## src/rtl/core/hrgb_pkg.sv

```systemverilog
package hrgb_pkg;

   // Field and port widths.
   localparam int IterW    = 16;
   localparam int HueW     = 9;
   localparam int ChanW    = 8;
   localparam int CsrIdxW  = 2;
   localparam int CsrDataW = 16;

   // Register indexes on the configuration port.
   localparam logic [CsrIdxW-1:0] CSR_MAX_ITER  = 2'd0;
   localparam logic [CsrIdxW-1:0] CSR_HUE_SHIFT = 2'd1;

   // Register reset values.
   localparam logic [IterW-1:0] MAX_ITER_RESET  = 16'd64;
   localparam logic [HueW-1:0]  HUE_SHIFT_RESET = 9'd0;

   // Angles in degrees.
   localparam logic [HueW-1:0] DEG_60  = 9'd60;
   localparam logic [HueW-1:0] DEG_120 = 9'd120;
   localparam logic [HueW-1:0] DEG_180 = 9'd180;
   localparam logic [HueW-1:0] DEG_240 = 9'd240;
   localparam logic [HueW-1:0] DEG_300 = 9'd300;
   localparam logic [HueW-1:0] DEG_360 = 9'd360;

   localparam logic [ChanW-1:0] FULL_SCALE = 8'd255;

   // The iteration hue is 5*count, so only count mod 72 matters for the
   // angle.  floor(count/72) is count*58255 >> 22, exact for 16-bit counts.
   localparam logic [15:0] MOD72_RECIP = 16'd58255;
   localparam int          Mod72Shift  = 22;
   localparam int          Mod72QW     = 32 - Mod72Shift;

   // floor(n/60) is n*17477 >> 20, exact for n up to 255*60.
   localparam logic [14:0] DIV60_RECIP = 15'd17477;
   localparam int          Div60Shift  = 20;

   // Sixty-degree hue sectors.
   localparam logic [2:0] SEC_RED_YELLOW   = 3'd0;
   localparam logic [2:0] SEC_YELLOW_GREEN = 3'd1;
   localparam logic [2:0] SEC_GREEN_CYAN   = 3'd2;
   localparam logic [2:0] SEC_CYAN_BLUE    = 3'd3;
   localparam logic [2:0] SEC_BLUE_MAGENTA = 3'd4;
   localparam logic [2:0] SEC_MAGENTA_RED  = 3'd5;

   localparam int PipeDepth = 8;

endpackage

```

## src/rtl/core/hsv_to_rgb_pixel_colour.sv

```systemverilog
// HSV to RGB pixel colour converter.  Each request transaction carries one
// pixel: in mode 0 a hue in degrees with 8-bit saturation and value, in
// mode 1 an escape-iteration count that is coloured black when it equals
// max_iterations (register 0) and otherwise at full saturation and value
// with hue (5*count + hue_shift) mod 360 (hue_shift is register 1).  The
// converter is an eight-stage pipeline: it takes one pixel per clock while
// nothing stalls.  Each stage holds its pixel while the stage after it is
// full and stalled, so bubbles are squeezed out and the input keeps flowing
// until every stage is full.  Stage depth is set by the multipliers: one
// 16x16 reciprocal multiply for the hue wrap, v*s, c*w and one reciprocal
// multiply by 1/60, each in a stage of its own.  Configuration must be
// written only while idle; the block itself does not enforce this.
module hsv_to_rgb_pixel_colour
   import hrgb_pkg::*;
(
   input  logic                clock,
   input  logic                reset,
   input  logic                req_valid,
   output logic                req_stall,
   input  logic                req_mode,
   input  logic [HueW-1:0]     req_hue_degrees,
   input  logic [ChanW-1:0]    req_saturation_level,
   input  logic [ChanW-1:0]    req_value_level,
   input  logic [IterW-1:0]    req_iteration_count,
   output logic                rsp_valid,
   input  logic                rsp_stall,
   output logic [ChanW-1:0]    rsp_red,
   output logic [ChanW-1:0]    rsp_green,
   output logic [ChanW-1:0]    rsp_blue,
   input  logic                csr_valid,
   output logic                csr_ready,
   input  logic [CsrIdxW-1:0]  csr_index,
   input  logic [CsrDataW-1:0] csr_wdata
);

   // Configuration registers.
   logic [IterW-1:0] max_iter_ff;
   logic [HueW-1:0]  hue_shift_ff;

   assign csr_ready = 1'b1;

   always_ff @(posedge clock) begin
      if (reset) begin
         max_iter_ff  <= MAX_ITER_RESET;
         hue_shift_ff <= HUE_SHIFT_RESET;
      end else if (csr_valid && csr_ready) begin
         unique case (csr_index)
            CSR_MAX_ITER:  max_iter_ff  <= csr_wdata[IterW-1:0];
            CSR_HUE_SHIFT: hue_shift_ff <= csr_wdata[HueW-1:0];
            default: ;
         endcase
      end
   end

   // Pipeline flow control: a stage loads when it is empty or its content
   // moves on.
   logic [PipeDepth-1:0] valid_ff;
   logic [PipeDepth-1:0] valid_in;
   logic [PipeDepth-1:0] move;

   always_comb begin
      move[PipeDepth-1] = !valid_ff[PipeDepth-1] || !rsp_stall;
      for (int k = PipeDepth - 2; k >= 0; k--) begin
         move[k] = !valid_ff[k] || move[k+1];
      end
      valid_in[0] = move[0] ? req_valid : valid_ff[0];
      for (int k = 1; k < PipeDepth; k++) begin
         valid_in[k] = move[k] ? valid_ff[k-1] : valid_ff[k];
      end
   end

   always_ff @(posedge clock) begin
      if (reset) begin
         valid_ff <= '0;
      end else begin
         valid_ff <= valid_in;
      end
   end

   assign req_stall = !move[0];
   assign rsp_valid = valid_ff[PipeDepth-1];

   // Stage 0: wrap the direct hue and the shift, test for black and start
   // the count mod 72 reduction.
   logic             a_mode_ff;
   logic [HueW-1:0]  a_hue_ff;
   logic [ChanW-1:0] a_sat_ff;
   logic [ChanW-1:0] a_val_ff;
   logic [IterW-1:0] a_cnt_ff;
   logic [31:0]      a_prod_ff;
   logic [HueW-1:0]  a_shift_ff;
   logic             a_black_ff;
   logic [HueW-1:0]  a_hue_in;
   logic [HueW-1:0]  a_shift_in;
   logic [31:0]      a_prod_in;

   always_comb begin
      a_hue_in   = (req_hue_degrees >= DEG_360) ? req_hue_degrees - DEG_360
                                                : req_hue_degrees;
      a_shift_in = (hue_shift_ff >= DEG_360) ? hue_shift_ff - DEG_360 : hue_shift_ff;
      a_prod_in  = req_iteration_count * MOD72_RECIP;
   end

   always_ff @(posedge clock) begin
      if (move[0]) begin
         a_mode_ff  <= req_mode;
         a_hue_ff   <= a_hue_in;
         a_sat_ff   <= req_saturation_level;
         a_val_ff   <= req_value_level;
         a_cnt_ff   <= req_iteration_count;
         a_prod_ff  <= a_prod_in;
         a_shift_ff <= a_shift_in;
         a_black_ff <= req_mode && (req_iteration_count == max_iter_ff);
      end
   end

   // Stage 1: remainder of the count modulo 72.
   logic             b_mode_ff;
   logic [HueW-1:0]  b_hue_ff;
   logic [ChanW-1:0] b_sat_ff;
   logic [ChanW-1:0] b_val_ff;
   logic [6:0]       b_rem_ff;
   logic [HueW-1:0]  b_shift_ff;
   logic             b_black_ff;
   logic [Mod72QW-1:0] b_quot;
   logic [16:0]      b_diff;

   always_comb begin
      b_quot = a_prod_ff[31:Mod72Shift];
      b_diff = {1'b0, a_cnt_ff} - {1'b0, b_quot, 6'b0} - {4'b0, b_quot, 3'b0};
   end

   always_ff @(posedge clock) begin
      if (move[1]) begin
         b_mode_ff  <= a_mode_ff;
         b_hue_ff   <= a_hue_ff;
         b_sat_ff   <= a_sat_ff;
         b_val_ff   <= a_val_ff;
         b_rem_ff   <= b_diff[6:0];
         b_shift_ff <= a_shift_ff;
         b_black_ff <= a_black_ff;
      end
   end

   // Stage 2: final hue, saturation and value for either mode.
   logic [HueW-1:0]  c_hue_ff;
   logic [ChanW-1:0] c_sat_ff;
   logic [ChanW-1:0] c_val_ff;
   logic             c_black_ff;
   logic [9:0]       c_sum;
   logic [HueW-1:0]  c_iter_hue;

   always_comb begin
      c_sum      = {1'b0, b_rem_ff, 2'b0} + {3'b0, b_rem_ff} + {1'b0, b_shift_ff};
      c_iter_hue = (c_sum >= {1'b0, DEG_360}) ? HueW'(c_sum - {1'b0, DEG_360})
                                              : c_sum[HueW-1:0];
   end

   always_ff @(posedge clock) begin
      if (move[2]) begin
         c_hue_ff   <= b_mode_ff ? c_iter_hue : b_hue_ff;
         c_sat_ff   <= b_mode_ff ? FULL_SCALE : b_sat_ff;
         c_val_ff   <= b_mode_ff ? FULL_SCALE : b_val_ff;
         c_black_ff <= b_black_ff;
      end
   end

   // Stage 3: v*s, the sector and the ramp weight 60 - |(h mod 120) - 60|.
   logic [15:0]      d_prod_ff;
   logic [ChanW-1:0] d_val_ff;
   logic [2:0]       d_sector_ff;
   logic [5:0]       d_weight_ff;
   logic             d_black_ff;
   logic [2:0]       d_sector_in;
   logic [HueW-1:0]  d_tri;
   logic [HueW-1:0]  d_weight;

   always_comb begin
      if (c_hue_ff < DEG_60) begin
         d_sector_in = SEC_RED_YELLOW;
      end else if (c_hue_ff < DEG_120) begin
         d_sector_in = SEC_YELLOW_GREEN;
      end else if (c_hue_ff < DEG_180) begin
         d_sector_in = SEC_GREEN_CYAN;
      end else if (c_hue_ff < DEG_240) begin
         d_sector_in = SEC_CYAN_BLUE;
      end else if (c_hue_ff < DEG_300) begin
         d_sector_in = SEC_BLUE_MAGENTA;
      end else begin
         d_sector_in = SEC_MAGENTA_RED;
      end
      if (c_hue_ff >= DEG_240) begin
         d_tri = c_hue_ff - DEG_240;
      end else if (c_hue_ff >= DEG_120) begin
         d_tri = c_hue_ff - DEG_120;
      end else begin
         d_tri = c_hue_ff;
      end
      d_weight = (d_tri >= DEG_60) ? DEG_120 - d_tri : d_tri;
   end

   always_ff @(posedge clock) begin
      if (move[3]) begin
         d_prod_ff   <= c_val_ff * c_sat_ff;
         d_val_ff    <= c_val_ff;
         d_sector_ff <= d_sector_in;
         d_weight_ff <= d_weight[5:0];
         d_black_ff  <= c_black_ff;
      end
   end

   // Stage 4: chroma c = floor(v*s/255) and offset m = v - c.
   logic [ChanW-1:0] e_chroma_ff;
   logic [ChanW-1:0] e_offset_ff;
   logic [2:0]       e_sector_ff;
   logic [5:0]       e_weight_ff;
   logic             e_black_ff;
   logic [16:0]      e_div_sum;
   logic [ChanW-1:0] e_chroma;

   always_comb begin
      e_div_sum = {1'b0, d_prod_ff} + {9'b0, d_prod_ff[15:8]} + 17'd1;
      e_chroma  = e_div_sum[15:8];
   end

   always_ff @(posedge clock) begin
      if (move[4]) begin
         e_chroma_ff <= e_chroma;
         e_offset_ff <= d_val_ff - e_chroma;
         e_sector_ff <= d_sector_ff;
         e_weight_ff <= d_weight_ff;
         e_black_ff  <= d_black_ff;
      end
   end

   // Stage 5: c times the ramp weight.
   logic [13:0]      f_scaled_ff;
   logic [ChanW-1:0] f_chroma_ff;
   logic [ChanW-1:0] f_offset_ff;
   logic [2:0]       f_sector_ff;
   logic             f_black_ff;

   always_ff @(posedge clock) begin
      if (move[5]) begin
         f_scaled_ff <= e_chroma_ff * e_weight_ff;
         f_chroma_ff <= e_chroma_ff;
         f_offset_ff <= e_offset_ff;
         f_sector_ff <= e_sector_ff;
         f_black_ff  <= e_black_ff;
      end
   end

   // Stage 6: second component x = floor(c*w/60).
   logic [ChanW-1:0] g_second_ff;
   logic [ChanW-1:0] g_chroma_ff;
   logic [ChanW-1:0] g_offset_ff;
   logic [2:0]       g_sector_ff;
   logic             g_black_ff;
   logic [28:0]      g_prod;

   assign g_prod = f_scaled_ff * DIV60_RECIP;

   always_ff @(posedge clock) begin
      if (move[6]) begin
         g_second_ff <= g_prod[Div60Shift+ChanW-1:Div60Shift];
         g_chroma_ff <= f_chroma_ff;
         g_offset_ff <= f_offset_ff;
         g_sector_ff <= f_sector_ff;
         g_black_ff  <= f_black_ff;
      end
   end

   // Stage 7: place c and x by sector and lift every channel by m, or give black.
   logic [ChanW-1:0] out_red_ff;
   logic [ChanW-1:0] out_green_ff;
   logic [ChanW-1:0] out_blue_ff;
   logic [ChanW-1:0] h_red;
   logic [ChanW-1:0] h_green;
   logic [ChanW-1:0] h_blue;

   always_comb begin
      case (g_sector_ff)
         SEC_RED_YELLOW: begin
            h_red = g_chroma_ff; h_green = g_second_ff; h_blue = '0;
         end
         SEC_YELLOW_GREEN: begin
            h_red = g_second_ff; h_green = g_chroma_ff; h_blue = '0;
         end
         SEC_GREEN_CYAN: begin
            h_red = '0; h_green = g_chroma_ff; h_blue = g_second_ff;
         end
         SEC_CYAN_BLUE: begin
            h_red = '0; h_green = g_second_ff; h_blue = g_chroma_ff;
         end
         SEC_BLUE_MAGENTA: begin
            h_red = g_second_ff; h_green = '0; h_blue = g_chroma_ff;
         end
         default: begin
            h_red = g_chroma_ff; h_green = '0; h_blue = g_second_ff;
         end
      endcase
   end

   always_ff @(posedge clock) begin
      if (move[7]) begin
         out_red_ff   <= g_black_ff ? '0 : h_red + g_offset_ff;
         out_green_ff <= g_black_ff ? '0 : h_green + g_offset_ff;
         out_blue_ff  <= g_black_ff ? '0 : h_blue + g_offset_ff;
      end
   end

   assign rsp_red   = out_red_ff;
   assign rsp_green = out_green_ff;
   assign rsp_blue  = out_blue_ff;

endmodule

```

## config.mk

```make
export PLATFORM = sky130hd
export DESIGN_NAME = hsv_to_rgb_pixel_colour
export DESIGN_NICKNAME = d
export VERILOG_FILES = /design/src/rtl/core/hrgb_pkg.sv /design/src/rtl/core/hsv_to_rgb_pixel_colour.sv
export SDC_FILE = /design/constraint.sdc
export NUM_CORES = 1
export LEC_CHECK = 0
export ABC_CLOCK_PERIOD_IN_PS = 15130
export BUFFER_PORTS_ARGS = -buffer_cell sky130_fd_sc_hd__buf_2
export CORE_UTILIZATION = 35
export CTS_BUF_LIST = sky130_fd_sc_hd__clkbuf_4
export DETAILED_ROUTE_END_ITERATION = 10
export HOLD_SLACK_MARGIN = 0.03
export RECOVER_POWER = 100
export SLEW_MARGIN = 20
export SYNTH_ARGS = -nofsm -noshare
export SYNTH_HDL_FRONTEND = slang
export SYNTH_SLANG_ARGS = --single-unit
```

## constraint.sdc

```tcl
create_clock -name clock -period 15.13 [get_ports clock]
set_input_delay 3.7825 -clock clock [delete_from_list [all_inputs] [get_ports clock]]
set_output_delay 3.7825 -clock clock [all_outputs]
set_load 0.01 [all_outputs]
```

Yosys cells after proc, flatten, opt, wreduce, memory -nomap -nowiden
Cells that the tools add are included.
Widths: inputs -> output; s select.
{"block": "op_classes", "n_reduce_logical": 31, "n_addsub": 16, "multipliers": 4, "bitwise_logic": 0, "magnitude_cmp": 11, "shifts": 0, "div": 0, "mux": 14, "n_eq_ne": 6}
{"op": "$mux 9", "count": 6}
{"op": "$pmux 8 s2", "count": 3}
{"op": "$mul 14x15->28 const B", "count": 1}
{"op": "$sub 9x9->9 const B", "count": 3}
{"op": "$mul 16x16->26 const B", "count": 1}
{"op": "$add 8x8->8", "count": 3}
{"op": "$ge 9x9->1 const B", "count": 2}
{"op": "$lt 9x8->1 const B", "count": 2}
{"op": "$add 16x1->16 const B", "count": 1}
{"op": "$add 16x8->16", "count": 1}
{"op": "$eq 16x16->1", "count": 1}
{"op": "$mul 8x8->16", "count": 1}
{"op": "$mul 8x6->14", "count": 1}
{"op": "$reduce_or 2->1", "count": 7}
{"op": "$sub 7x7->7", "count": 2}
{"op": "$add 10x9->10", "count": 1}
{"op": "$add 9x7->10", "count": 1}
{"op": "$ge 10x9->1 const B", "count": 1}
{"op": "$logic_not 1->1", "count": 10}
{"op": "$ge 9x6->1 const B", "count": 1}
{"op": "$ge 9x7->1 const B", "count": 1}
{"op": "$ge 9x8->1 const B", "count": 1}
{"op": "$lt 9x6->1 const B", "count": 1}
{"op": "$lt 9x7->1 const B", "count": 1}
{"op": "other kinds (18)", "count": 29}
{"block": "word_totals", "mem_bits_rw": 0, "rom_bits": 0, "inputBits": 65, "word_cells": 136, "register_bits": 317, "latchBits": 0, "mem_count": 0}

Longest topological paths before layout
Gate-level depths: netlist of run 1.
{"block": "depth", "depth_word": 10, "ltp_mapped": 20, "depth_no_buf": 20}

Worst setup path before layout of run 1
Ideal clock, no wire load.
{"block": "synth_path", "kind": "input-to-output", "from": "input rsp_stall", "to": "output req_stall", "slack_ns": 4.793, "t_arrival_ns": 6.554, "cell_stages": 6, "required_ns": 11.348, "n_path_buf": 0, "path_cell_list": "and3_1 and3_1 nand3_1 nor2_1 nand2_1 inv_1"}
{"block": "synth_via", "elab_chain_len": 10}
{"item": "start: declaration", "line": "hsv_to_rgb_pixel_colour.sv:26", "source": "input logic rsp_stall,"}
{"item": "$logic_not 1->1", "line": "hsv_to_rgb_pixel_colour.sv:62", "source": "move[PipeDepth-1] = !valid_ff[PipeDepth-1] || !rsp_stall;"}
{"item": "$logic_or 1x1->1", "line": "hsv_to_rgb_pixel_colour.sv:62"}
{"item": "$logic_or 1x1->1 (5 in a row)", "line": "hsv_to_rgb_pixel_colour.sv:64", "source": "move[k] = !valid_ff[k] || move[k+1];"}
{"item": "named net move[2]", "line": "hsv_to_rgb_pixel_colour.sv:59", "source": "logic [PipeDepth-1:0] move;"}
{"item": "$logic_or 1x1->1 (2 in a row)", "line": "hsv_to_rgb_pixel_colour.sv:64"}
{"item": "$logic_not 1->1", "line": "hsv_to_rgb_pixel_colour.sv:80", "source": "assign req_stall = !move[0];"}
{"item": "end: declaration", "line": "hsv_to_rgb_pixel_colour.sv:19", "source": "output logic req_stall,"}
The timed path passes the listed nets, and every way through them passes these cells.

Worst setup path in the final report of run 1
Same ends and word-level chain as after synthesis.

==> flow_summary.yaml, run 1 <==
floorplanning:
  num_rows: 90
  initial_core_util_pct: 35.63
  boundaryPins: 92
  core_area_um2: 60700
  dieArea_um2: 62780
  dieHeight_um: 250.6
  die_w_um: 250.6
final_layout:
  fillers: 5856
  most-common-layout-cells: "inv_1 (302), ha_1 (290), edfxtp_1 (262)"
  final_common_cell: "inv_1"
  syn2layout_area_growth_pct: 10.65
  final_layout_size_suffix_gt1_share_pct: 10.19
  fin_nets: 2560
timing:
  setup_viol: 0
  max_slew_margin_pct: -56.79
  hold_violations: 0
  slew_violations: 177
  holdWs_ns: 0.4088
  period_share_pct: 69.51
  tightest_slew_ns: 2.352
  fin_skew_ns: 0.04022
  rsz0062_at_grt: "no"
  period_needed_ns: 10.52
  fin_setup_tns_ns: 0
  fmax_mhz: 95.08
worst_setup_path:
  cp_slowest_cell: "clkbuf_1"
  critPathMaxStageDelay_ns: 1.13
  crit_arrival_ns: 6.73
  crit_fanout: 48
  criticalPathCategory: "input pin to primary output"
  end_kind: "primary output"
  crit_required_ns: 11.35
  critical_path.cell_chain: "clkbuf_1 -> and3_1 -> and3_1 -> nand3_1 -> clkbuf_1 -> nor2_1 -> nand2_2 -> buf_4 -> inv_1 -> clkbuf_1"
  crit_path_start_kind: "input pin"
  path_common_cell: "clkbuf_1"
routing:
  dr.pass1.iters: 5
  antenna_violating_nets_post_route: 0
  drc: 0
  vias: 13720
  vias_per_cell: 4.758
  wl_mm: 41.81
  drtIter0Drc: 666
  wl_per_cell_um: 14.50
synthesis:
  yosys.area.top_type: "edfxtp_1"
  yosysSeqAreaShare_pct: 39.44
  ys_types: 73
  yosysWarnings: 0
  synthTopCellsByArea: "edfxtp_1 (36%), ha_1 (17%), fa_1 (15%)"
  synth_area_per_cell_um2: 11.42
  syn_inst: 1894
  synthFlopType: "edfxtp_1"
  syn_nets: 2409
  synth_top_area_share_pct: 36.38
  synth-seq-cells: 295
  netlist_area_um2: 21620
  async_reset_ff_share_pct: 0
  synth-edff-count: 262
global_routing:
  grt_pass1_vias: 14410
  gr-total-overflow: 0
  antenna_found_initial: 2
  groute.usage.overall_pct: 13.84
  grt_max_degree: 49
  grt_pass1_wl_mm: 70.23
clock_tree:
  cts_resized: 0
  post-cts-setup-buffers: 0
  cts.htree.levels: 3
  cts.sinks: 295
  path_clk_slew_ns: 0.07
  clk_latency_ns: 0.79
  cts_root_buffer: "clkbuf_4"
  hold_buffers: 0
  cts_buffers: 80
  cts_tree: "yes"
  cts_buffer_depth: 3
job:
  maxCapViolCount: 5
run_status:
  status: "finished with violations"
  violations: "capacitance limit, slew limit"
placed_design:
  gp_congestion: 0.8459
  hpwl_mm: 33.44
  io_buffers: 90
min_path:
  hold_path.class: "register to register"
==> cells by family after synthesis <==
group	share of synthesized area, %
mux	0.9662
buf+inv	5.803
fa+ha+maj	31.59
xor+xnor	4.791
compound gates	8.048
other cells	0.01734
simple gates	9.344
flops	39.44
==> registers in the layout (all words and copies together) (netlist names), 9 cells and up <==
register	count
f_scaled_ff	14
max_iter_ff	16
c_hue_ff	9
a_hue_ff	9
hue_shift_ff	9
b_shift_ff	9
b_hue_ff	9
a_shift_ff	9
d_prod_ff	16
==> final cells by class <==
cell class / count / area [um2] / area share, %
tap: 782 / 978.4 / 4.089
sequential: 295 / 8528 / 35.64
inverter: 303 / 1137 / 4.753
timing repair buffer: 97 / 430.4 / 1.799
multi-input combinational: 1268 / 11820 / 49.38
antenna: 2 / 5.005 / 0.02092
clock inverter: 25 / 191.4 / 0.8000
clock buffer: 112 / 840.8 / 3.514
==> layer usage <==
layer	share of wire, %	track usage, %
met1	44	16.94
met3	3.7	2.951
met4	1.6	4.207
met2	50	24.27
met5	0	0
==> metrics by stage <==
| step | cell area [um2] | util, % | std cells | worst slack, ns |
|---|---|---|---|---|
| global placement | 22990 | 37.88 | 2745 | 5.466 |
| global route | 23930 | 39.42 | 2884 | 4.204 |
| CTS | 24020 | 39.58 | 2882 | 5.463 |
| detailed placement | 22990 | 37.88 | 2745 | 5.474 |
| floorplan | 21620 | - | 1894 | 4.793 |
| finish | 23930 | 39.42 | 2884 | 4.613 |
==> Yosys cell counts (all sizes together) (15+ instances only) <==
library cell / count
inv: 303
ha: 290
edfxtp: 262
nand2: 170
fa: 160
a21oi: 90
xnor2: 77
nor2: 72
and2: 55
o21ai: 43
xor2: 36
dfxtp: 33
clkbuf: 24
a21o: 21
or2: 21
a22o: 18
nand3: 17
nor3: 15
==> critical path, delay by kind of cell <==
| family | cells | cell delay (ns) |
|---|---|---|
| buffers and inverters | 5 | 1.97 |
| and+or+nand+nor | 5 | 0.96 |
==> final timing paths <==
path,end,cells after the start,slack [ns],from
max,req_stall,10,4.61,rsp_stall
min,b_sat_ff[3]$_DFFE_PP_,0,0.41,a_sat_ff[3]$_DFFE_PN_
max reg2reg,g_second_ff[6]$_DFFE_PP_,16,10.14,f_scaled_ff[5]$_DFFE_PP_
min reg2reg,b_sat_ff[3]$_DFFE_PP_,0,0.41,a_sat_ff[3]$_DFFE_PN_
Power of run 1 is left out: the tool's default activity adds up to more than one toggle a clock period on the data nets, which glitch-free logic cannot reach.
==> inputs of run 2 (changes only) <==
--- a/config.mk
+++ b/config.mk
@@ -5,7 +5,7 @@
 export SDC_FILE = /design/constraint.sdc
 export NUM_CORES = 1
 export LEC_CHECK = 0
-export ABC_CLOCK_PERIOD_IN_PS = 15130
+export ABC_CLOCK_PERIOD_IN_PS = 9340
 export BUFFER_PORTS_ARGS = -buffer_cell sky130_fd_sc_hd__buf_2
 export CORE_UTILIZATION = 35
 export CTS_BUF_LIST = sky130_fd_sc_hd__clkbuf_4
==> constraint.sdc (replaced) <==
create_clock -name clock -period 9.34 [get_ports clock]
set_input_delay 2.335 -clock clock [delete_from_list [all_inputs] [get_ports clock]]
set_output_delay 2.335 -clock clock [all_outputs]
set_load 0.01 [all_outputs]
==> run 2 against run 1 <==
  * The flow still finishes with violations (capacitance limit, slew limit)
  * Cell count barely moved
  * Design area fell by 0.39%
  * Register-to-register slack got worse by 5.9 ns
  * Non-clock buffer count did not move
  * Count of clock-buffer cells in the layout fell by 8
  * Via count fell by 0.62%
==> flow_summary.yaml, run 2 (synthesis results as in run 1) <==
timing:
  tightest_slew_ns: 2.731
  fin_skew_ns: 0.06134
  slew_violations: 220
  fin_setup_tns_ns: 0
  setup_viol: 0
  max_slew_margin_pct: -82.09
  period_needed_ns: 7.110
  rsz0062_at_grt: "no"
  fin_ws_ns: 2.230
  fmax_mhz: 140.6
  hold_violations: 0
  period_share_pct: 76.13
clock_tree:
  clk_latency_ns: 0.78
  cts_tree: "yes"
  cts_buffer_depth: 3
  cts.htree.levels: 3
  cts_buffers: 79
  post-cts-setup-buffers: 0
  path_clk_slew_ns: 0.06
  cts_root_buffer: "clkbuf_4"
  cts_resized: 0
  cts.sinks: 295
  hold_buffers: 0
final_layout:
  final_cell_count_no_fill: 2885
  final_common_cell: "inv_1"
  seqCellArea_um2: 8528
  most-common-layout-cells: "inv_1 (302), ha_1 (290), edfxtp_1 (262)"
  multi_input_area_um2: 11810
  fillers: 5858
  syn2layout_area_growth_pct: 10.22
  reg_top3: "d_prod_ff: 16 flops, max_iter_ff: 16 flops, f_scaled_ff: 14 flops"
  final_layout_size_suffix_gt1_share_pct: 9.900
  fin_nets: 2559
worst_setup_path:
  crit_arrival_ns: 4.78
  crit_path_end: "req_stall"
  crit_path_start_kind: "input pin"
  r2r_start: "f_scaled_ff[5]$_DFFE_PP_"
  r2r_end: "g_second_ff[6]$_DFFE_PP_"
  critPathMaxStageDelay_ns: 1.16
  end_kind: "primary output"
  crit_required_ns: 7.01
  crit_fanout: 28
  criticalPathCategory: "input pin to primary output"
  critical_path.cell_chain: "clkbuf_1 -> and3_1 -> and3_1 -> nand3_1 -> clkbuf_1 -> nor2_1 -> nand2_2 -> inv_1 -> clkbuf_1"
  cp_slowest_cell: "clkbuf_1"
  regToRegSetupSlack_ns: 4.25
  path_common_cell: "clkbuf_1"
  cp-startpoint: "rsp_stall"
  r2r_cells: 16
global_routing:
  grt_max_degree: 48
  antenna_found_initial: 2
  grt_pass1_vias: 14440
  gr-total-overflow: 0
  groute.usage.overall_pct: 13.93
  grt_pass1_wl_mm: 70.65
run_status:
  status: "finished with violations"
  violations: "capacitance limit, slew limit"
routing:
  drc: 0
  dr.pass1.iters: 5
  vias: 13640
  antenna_violating_nets_post_route: 0
  vias_per_cell: 4.727
  wl_mm: 41.94
  wl_per_cell_um: 14.54
  drtIter0Drc: 558
floorplanning:
  num_rows: 90
  dieArea_um2: 62780
  boundaryPins: 92
  initial_core_util_pct: 35.63
  core_area_um2: 60700
  die_w_um: 250.6
  dieHeight_um: 250.6
placed_design:
  placedCellCount: 2745
  gp_congestion: 0.8563
  dpl_worst_slack_ns: 1.725
  io_buffers: 90
  hpwl_mm: 33.71
job:
  maxCapViolCount: 6
min_path:
  hold_path.class: "register to register"
==> run 2: cell types whose count changed in the layout (fill, tap and decap cells not counted), moves of 2 or more <==
cell,before,now
clkbuf_4,112,104
clkinv_1,14,21
clkinv_2,4,8
bufinv_16,3,0
buf_2,47,49
inv_2,2,0
inv_6,1,3
==> run 2: worst max-delay path, delay by kind of cell <==
| family | cells | cell delay (ns) |
|---|---|---|
| buffers and inverters | 4 | 1.42 |
| AND/OR/NAND/NOR | 5 | 1.00 |
==> run 2: area by class of cell <==
cell class / instances / area share [%]
Multi-Input combinational cell: 1268 / 49.55
Sequential cell: 295 / 35.78
Inverter: 303 / 4.772
Tap cell: 782 / 4.105
Clock buffer: 104 / 3.276
Timing Repair Buffer: 97 / 1.801
Clock inverter: 34 / 0.6982
Antenna cell: 2 / 0.02100
==> run 2: routing by layer <==
layer | up-vias | wire, um | GRT usage (%)
met2 | 233 | 21020 | 24.56
met4 | 0 | 743 | 4.698
met1 | 6536 | 18690 | 16.97
met3 | 53 | 1484 | 2.671
met5 | - | 0 | 0
li1 | 6814 | - | -
==> run 2: worst min-delay path by stage <==
stage                                  start                        to  slack [ns]  cells after the start
floorplan               a_black_ff$_DFFE_PN_      b_black_ff$_DFFE_PP_        0.40                      0
global placement    d_weight_ff[3]$_DFFE_PP_  e_weight_ff[3]$_DFFE_PP_        0.40                      0
detailed placement   a_shift_ff[0]$_DFFE_PN_   b_shift_ff[0]$_DFFE_PP_        0.40                      0
CTS                     f_black_ff$_DFFE_PP_      g_black_ff$_DFFE_PP_        0.38                      0
global route            f_black_ff$_DFFE_PP_      g_black_ff$_DFFE_PP_        0.39                      0
finish                 a_sat_ff[0]$_DFFE_PN_     b_sat_ff[0]$_DFFE_PP_        0.38                      0
==> run 2: metrics by stage <==
step | util, % | cell area, um2 | hold WS, ns
2_1_floorplan | - | 21620 | 0.4003
3_3_place_gp | 37.88 | 22990 | 0.4026
3_5_place_dp | 37.88 | 22990 | 0.4045
4_1_cts | 39.44 | 23940 | 0.3820
5_1_grt | 39.27 | 23840 | 0.3855
6_report | 39.27 | 23840 | 0.3791
Power of run 2 is left out for the same reason.
==> inputs of run 3 (changes only) <==
--- a/config.mk
+++ b/config.mk
@@ -5,7 +5,7 @@
 export SDC_FILE = /design/constraint.sdc
 export NUM_CORES = 1
 export LEC_CHECK = 0
-export ABC_CLOCK_PERIOD_IN_PS = 9340
+export ABC_CLOCK_PERIOD_IN_PS = 6650
 export BUFFER_PORTS_ARGS = -buffer_cell sky130_fd_sc_hd__buf_2
 export CORE_UTILIZATION = 35
 export CTS_BUF_LIST = sky130_fd_sc_hd__clkbuf_4
==> constraint.sdc (replaced) <==
create_clock -name clock -period 6.65 [get_ports clock]
set_input_delay 1.6625 -clock clock [delete_from_list [all_inputs] [get_ports clock]]
set_output_delay 1.6625 -clock clock [all_outputs]
set_load 0.01 [all_outputs]
==> run 3 against run 2 <==
  * The run still ends with capacitance limit, slew limit left
  * Setup slack got worse by 1.7 ns
  * Sequential share of layout area decreased by 0.32 points
  * Critical path depth increased by 12
  * Die area unchanged
  * Design area increased by 0.90%
  * Wire length decreased by 0.15%
  * Clock skew decreased by 0.017 ns
  * Via count increased by 0.83%
  * Count of clock-buffer cells in the layout increased by 6
  * Core utilization increased by 0.35 points
  * Critical path type is now input pin to register
  * Largest cell class unchanged
==> flow_summary.yaml, run 3 (synthesis results as in run 1) <==
run_status:
  status: "finished with violations"
  violations: "capacitance limit, slew limit"
final_layout:
  final_cell_count_no_fill: 2915
  fin_util_pct: 39.62
  fillers: 5853
  multi_input_area_um2: 11790
  seqCellArea_um2: 8528
  design_area_um2: 24050
  reg_top3: "d_prod_ff: 16 flops, max_iter_ff: 16 flops, f_scaled_ff: 14 flops"
  most-common-layout-cells: "inv_1 (302), ha_1 (290), edfxtp_1 (262)"
  fin_nets: 2588
  syn2layout_area_growth_pct: 11.22
  final_layout_size_suffix_gt1_share_pct: 11.44
  final_common_cell: "inv_1"
timing:
  period_needed_ns: 6.130
  slew_violations: 220
  setup_viol: 0
  tightest_slew_ns: 2.810
  fmax_mhz: 163.1
  period_share_pct: 92.18
  fin_ws_ns: 0.5200
  hold_violations: 0
  fin_skew_ns: 0.04468
  rsz0062_at_grt: "no"
  max_slew_margin_pct: -87.36
min_path:
  holdPathStages: 0
  hold_path.class: "register to register"
  min_from: "f_offset_ff[0]$_DFFE_PP_"
  hold_end: "g_offset_ff[0]$_DFFE_PP_"
routing:
  route.met2.wl_mm: 20.64
  drtIter0Drc: 605
  wl_met3_mm: 1.714
  wl_met1_mm: 18.65
  wl_mm: 41.88
  wl_per_cell_um: 14.37
  antenna_violating_nets_post_route: 0
  dr.max_layer_used: "met4"
  vias: 13750
  vias_per_cell: 4.717
  drc: 0
  dr.pass1.iters: 7
floorplanning:
  num_rows: 90
  dieArea_um2: 62780
  die_w_um: 250.6
  dieHeight_um: 250.6
  initial_core_util_pct: 35.63
  core_area_um2: 60700
  boundaryPins: 92
worst_setup_path:
  crit_fanout: 3
  end_kind: "register"
  criticalPathCategory: "input pin to register"
  critPathMaxStageDelay_ns: 0.55
  crit_path_start_kind: "input pin"
  r2r_start: "f_scaled_ff[5]$_DFFE_PP_"
  path_common_cell: "inv_1"
  r2r_end: "g_second_ff[6]$_DFFE_PP_"
  regToRegSetupSlack_ns: 1.60
  crit_required_ns: 7.11
  crit_arrival_ns: 6.59
  cp_slowest_cell: "fa_1"
  critical_path.cell_chain: "clkbuf_1 -> clkbuf_1 -> inv_1 -> fa_1 -> inv_1 -> ha_1 -> inv_1 -> fa_1 -> inv_1 -> fa_1 -> fa_1 -> inv_1 -> fa_1 -> inv_1 -> ha_1 -> nand4_1 -> a2111oi_0 -> nand2_1 -> a211oi_1 -> or2_2 -> a311oi_1"
  r2r_cells: 16
clock_tree:
  clk_latency_ns: 0.77
  path_clk_slew_ns: 0.06
  hold_buffers: 0
  cts_root_buffer: "clkbuf_4"
  cts_resized: 0
  cts.htree.levels: 3
  cts.sinks: 295
  cts_buffers: 77
  post-cts-setup-buffers: 0
  cts_tree: "yes"
  cts_buffer_depth: 3
placed_design:
  io_buffers: 90
  placedCellCount: 2776
  dpl_worst_slack_ns: -0.2016
  hpwl_mm: 33.81
  gp_congestion: 0.8577
  place_area_um2: 23220
global_routing:
  grt_pass1_wl_mm: 69.43
  grt_pass1_vias: 14280
  grt_max_degree: 48
  groute.usage.overall_pct: 13.76
  antenna_found_initial: 1
  gr-total-overflow: 0
job:
  maxCapViolCount: 6
-- run 3: layout make-up --
| type | instances | share of cell area (%) |
|---|---|---|
| diodes | 1 | 0.01040 |
| clock buffers | 110 | 3.434 |
| clock inverters | 28 | 0.5931 |
| inverters | 303 | 4.729 |
| multi-input cells | 1268 | 49.04 |
| flip-flops and latches | 295 | 35.46 |
| well taps | 782 | 4.068 |
| repair buffers | 128 | 2.669 |
-- run 3: worst max path at each step --
| stage | start | end | slack (ns) | depth (start not counted) |
|---|---|---|---|---|
| 2_1_floorplan | req_iteration_count[3] | a_prod_ff[25]$_DFFE_PN_ | 0.20 | 17 |
| 3_3_place_gp | req_iteration_count[3] | a_prod_ff[25]$_DFFE_PN_ | -0.14 | 18 |
| 3_5_place_dp | req_iteration_count[3] | a_prod_ff[25]$_DFFE_PN_ | -0.20 | 18 |
| 4_1_cts | req_iteration_count[3] | a_prod_ff[25]$_DFFE_PN_ | 0.63 | 18 |
| 5_1_grt | req_iteration_count[8] | a_prod_ff[25]$_DFFE_PN_ | 0.21 | 21 |
| 6_report | req_iteration_count[8] | a_prod_ff[25]$_DFFE_PN_ | 0.52 | 21 |
-- run 3: metal layers --
metal	track usage [%]	vias up
met5	0	-
met4	4.750	0
met3	2.681	69
met2	24.21	263
met1	16.71	6546
li1	-	6871
-- run 3: metrics by stage --
| stage | TNS, ns | hold slack, ns |
|---|---|---|
| 2_1_floorplan | 0 | 0.4003 |
| 3_3_place_gp | -0.3131 | 0.4018 |
| 3_5_place_dp | -0.5000 | 0.4045 |
| 4_1_cts | 0 | 0.3838 |
| 5_1_grt | 0 | 0.4003 |
| 6_report | 0 | 0.3951 |
-- run 3: worst max-delay path: cells and delay by family --
kind,cells,cell delay [ns]
AO/OA/AOI/OAI,3,0.79
adder cells (fa/ha/maj),7,2.91
buffers and inverters,8,0.81
AND/OR/NAND/NOR,3,0.41
Power of run 3 is left out for the same reason.
